`config.mk`:
```
export PLATFORM = sky130hd
export DESIGN_NAME = gbci_axis
export DESIGN_NICKNAME = d
export VERILOG_FILES = /design/src/sv/assert_macros.svh /design/src/sv/gbci_pkg.sv /design/src/sv/gbci_axis.sv
export SDC_FILE = /design/constraint.sdc
export NUM_CORES = 1
export LEC_CHECK = 0
export BUFFER_PORTS_ARGS = -buffer_cell sky130_fd_sc_hd__clkbuf_2
export CORE_MARGIN = 2
export CORE_UTILIZATION = 40
export DETAILED_ROUTE_END_ITERATION = 12
export SLEW_MARGIN = 40
export SYNTH_ARGS = -nofsm -noshare
export SYNTH_HDL_FRONTEND = slang
export SYNTH_SLANG_ARGS = --single-unit
```
`constraint.sdc`:
```
create_clock -name vclk -period 13.3
set_clock_uncertainty 0.1 [all_clocks]
set_input_delay 1.33 -clock vclk [all_inputs]
set_output_delay 1.33 -clock vclk [all_outputs]
set_load 0.01 [all_outputs]
```
`src/sv/assert_macros.svh`:
```
// assertion helpers shared by the rtl files
// each macro expects clk and rst_n in the scope where it is used
`ifndef ASSERT_MACROS_SVH
`define ASSERT_MACROS_SVH

// condition holds on every clock edge out of reset
`define GBCI_ASSERT_ALWAYS(lbl, cond, msg) \
  lbl: assert property (@(posedge clk) disable iff (!rst_n) (cond)) else $error(msg);

// consequent holds in the same cycle as the antecedent
`define GBCI_ASSERT_SAME(lbl, ante, cons, msg) \
  lbl: assert property (@(posedge clk) disable iff (!rst_n) (ante) |-> (cons)) else $error(msg);

// consequent holds in the cycle after the antecedent
`define GBCI_ASSERT_NEXT(lbl, ante, cons, msg) \
  lbl: assert property (@(posedge clk) disable iff (!rst_n) (ante) |=> (cons)) else $error(msg);

`endif

```
`src/sv/gbci_pkg.sv`:
```
// ----------------------------------------------------------------------------
// gbci_pkg
// Types and constants for gyro bias calibration and rate integration.
// ----------------------------------------------------------------------------
`default_nettype none

package gbci_pkg;

  localparam int NAXES  = 3;
  localparam int RATE_W = 16;
  localparam int TIME_W = 32;
  localparam int DT_W   = 16;
  localparam int SUM_W  = 24;  // holds up to 255 full-scale samples
  localparam int OFFS_W = 24;  // bias in q8
  localparam int CORR_W = 25;  // rate q8 minus bias
  localparam int PROD_W = CORR_W + DT_W + 1;
  localparam int ACC_W  = 48;
  localparam int PH_W   = 2;

  // dividend of the bias division: sum magnitude with 8 fraction bits,
  // the magnitude stays below 2^(SUM_W-1) for up to 255 samples
  localparam int DIV_W  = SUM_W - 1 + 8;

  // result phase codes
  localparam logic [PH_W-1:0] PHASE_CAL   = 2'd0;
  localparam logic [PH_W-1:0] PHASE_PRIME = 2'd1;
  localparam logic [PH_W-1:0] PHASE_INTEG = 2'd2;

  typedef logic signed [RATE_W-1:0] rate_t;
  typedef logic signed [SUM_W-1:0]  sum_t;
  typedef logic signed [OFFS_W-1:0] offs_t;
  typedef logic signed [ACC_W-1:0]  acc_t;

  typedef rate_t [NAXES-1:0] rate_vec_t;
  typedef sum_t  [NAXES-1:0] sum_vec_t;
  typedef offs_t [NAXES-1:0] offs_vec_t;
  typedef acc_t  [NAXES-1:0] acc_vec_t;

  localparam acc_t ACC_MAX = {1'b0, {(ACC_W-1){1'b1}}};
  localparam acc_t ACC_MIN = {1'b1, {(ACC_W-1){1'b0}}};

endpackage

`default_nettype wire

```
`src/sv/gbci_axis.sv`:
```
// ----------------------------------------------------------------------------
// gbci_axis
// One axis of the integrator: bias-corrected q8 rate times elapsed ms,
// added to the angle with saturation at the 48-bit limits.
// ----------------------------------------------------------------------------
`default_nettype none

module gbci_axis
  import gbci_pkg::*;
(
  input  rate_t           rate_i,
  input  offs_t           offset_i,
  input  logic [DT_W-1:0] dt_i,
  input  acc_t            acc_i,
  output acc_t            acc_o
);

  logic signed [CORR_W-1:0] corr;
  logic signed [PROD_W-1:0] prod;
  logic signed [ACC_W:0]    sum;

  // corrected rate in q8
  assign corr = CORR_W'($signed({rate_i, 8'h00})) - CORR_W'(offset_i);

  // rate times elapsed time
  assign prod = PROD_W'(corr) * $signed({1'b0, dt_i});

  // saturating accumulate
  assign sum = (ACC_W+1)'(acc_i) + (ACC_W+1)'(prod);

  always_comb begin
    if (sum[ACC_W] != sum[ACC_W-1]) begin
      acc_o = sum[ACC_W] ? ACC_MIN : ACC_MAX;
    end else begin
      acc_o = sum[ACC_W-1:0];
    end
  end

endmodule

`default_nettype wire

```
==> results.sh <==
export IMPL_routedWlPerCell_microns=18.1
export IMPL_gp_congestion=0.950
export IMPL_rows=81
export IMPL_tightest_slew_ns=0.871
export IMPL_max_cap_viol_count=0
export IMPL_cp_arrival_ns=11.23
export IMPL_syn_avg_cell_area_sq_um=8.53
export IMPL_critical_path_top_delay_family="adder cells"
export IMPL_core_area_sq_um=48800
export IMPL_status="complete, no violations"
export IMPL_firstDrtPassIters=5
export IMPL_vias=15503
export IMPL_grt_pass1_wl_microns=90400
export IMPL_finalMaxSlewViolations=0
export IMPL_drc=0
export IMPL_nFillCells=4978
export IMPL_drt_initial_drc_count=824
export IMPL_antenna_found_initial=0
export IMPL_criticalPathCategory="in -> out"
export IMPL_crit_required_ns=11.87
export IMPL_design_seq_count=0
export IMPL_die_w_microns=226
export IMPL_synth_top_cell_area_share_pct=47.0
export IMPL_cp_slowest_cell="fa_1"
export IMPL_fmax_mhz=79.0
export IMPL_synthTopCellsByCount="609 x inv_1, 463 x fa_1, 273 x nand2_1"
export IMPL_grt_pass1_vias=17011
export IMPL_die_area_sq_um=51100
export IMPL_io_pins=152
export IMPL_hold_start="acc_i[0]"
export IMPL_slew_headroom_pct=41.0
export IMPL_max_stage_delay_ns=0.69
export IMPL_hold_viol=0
export IMPL_die_y_microns=226
export IMPL_crit_path_end_kind="output port"
export IMPL_path_buf_inv=9
export IMPL_nClkBuffers=0
export IMPL_synth_area_sq_um=19700
export IMPL_antenna_cells=0
export IMPL_start_util_pct=40.4
export IMPL_overflow=0
export IMPL_grt_max_degree=44
export IMPL_yosys_warnings=0
export IMPL_synth_most_common_cell="inv_1"
export IMPL_setup_tns_ns=0
export IMPL_holdCritPathClass="in -> out"
export IMPL_wl_microns=55300
export IMPL_synth_area_leaders="fa_1 47%, inv_1 12%, ha_1 9.5%, nand2_1 5.2%, and2_1 4.5%"
export IMPL_vias_per_cell=5.08
export IMPL_grt_total_usage_pct=22.8
export IMPL_setup_viol=0
export IMPL_fin_nets=3106
export IMPL_hpwlAfterDp_microns=45100
export IMPL_crit_start="offset_i[0]"
export IMPL_io_buffers=152
export IMPL_finalCritPeriodShare_pct=95.2
export IMPL_synth_fp_nets=3028
export IMPL_start_kind="input pin"
export IMPL_path_max_fanout=43
export IMPL_drive_gt1_share_pct=10.6
export IMPL_area_growth_pct=7.21
export IMPL_ant_nets=0
export IMPL_yosysUniqueCellTypes=69
export IMPL_yosys_area_top_type="fa_1"
export IMPL_period_needed_ns=12.66
export IMPL_final_seq_area_sq_um=0
export IMPL_synth_seq_area_share_pct=0
export IMPL_grt_setup_unrepaired="no"
export IMPL_syn_inst=2311
worst paths after layout:
path,depth (start not counted),endpoint
max,35,acc_o[15]
min,5,acc_o[0]
cell usage in the layout, fill, tap and decap left out, drive strengths merged, types with 6 or more instances in the layout:
cell type	n
a21o	40
a21oi	68
a311oi	12
a31oi	7
and2	141
and3	6
buf	37
clkbuf	151
fa	463
ha	150
inv	609
nand2	274
nand2b	9
nand3	43
nand3b	6
nand4	7
nor2	50
nor2b	12
nor3	12
nor4	8
o211ai	10
o21a	16
o21ai	92
o311ai	8
xnor2	58
xor2	28
cells by family after synthesis:
kind of cell               Yosys count  share of synthesized area [%]
buffers and inverters              721                           14.1
adders and majority gates          617                           56.7
AOI/OAI and AO/OA                  297                           10.7
and+or+nand+nor                    587                           14.5
muxes                                3                          0.152
xor gates and xnor gates            86                           3.82
per-stage QoR:
step	cells	util (%)	cell area, sq um	worst slack [ns]	hold WS [ns]
after floorplan	2311	-	19700	2.02	2.87
after global placement	3051	43.2	21100	0.634	3.06
after detailed placement	3051	43.2	21100	0.377	3.08
after CTS	3051	43.2	21100	0.335	3.09
after global routing	3051	43.3	21100	0.0255	3.13
final	3051	43.3	21100	0.640	3.09
tightest hold or removal path, cell delays in order:
cell and delay [ns]:
clkbuf_2 0.09, ha_1 0.14, inv_1 0.05, o21ai_2 0.12
clkbuf_2 0.14
timing repair:
action | CTS | global route
gates resized for setup | 0 | 2
endpoints found under the hold margin | 0 | 0
setup endpoints to repair | 0 | 43
setup buffers | 0 | 0
hold buffers | 0 | 0
metal layers:
| layer | part of all wire [%] | GRT usage (%) | wire (microns) |
|---|---|---|---|
| met2 | 53 | 43.5 | 29300 |
| met1 | 39 | 26.9 | 21600 |
| met5 | 0 | 0 | 0 |
| met4 | 4.1 | 7.94 | 2240 |
| met3 | 4.0 | 1.29 | 2190 |
final cells by class:
type	instances	area [sq um]	share of cell area [%]
inverters	609	2290	10.8
multi-input cells	1590	17000	80.3
well taps	664	831	3.93
repair buffers	188	1040	4.93
Power is left out: the tool's default activity adds up to more than one toggle a clock period on the data nets, which glitch-free logic cannot reach.
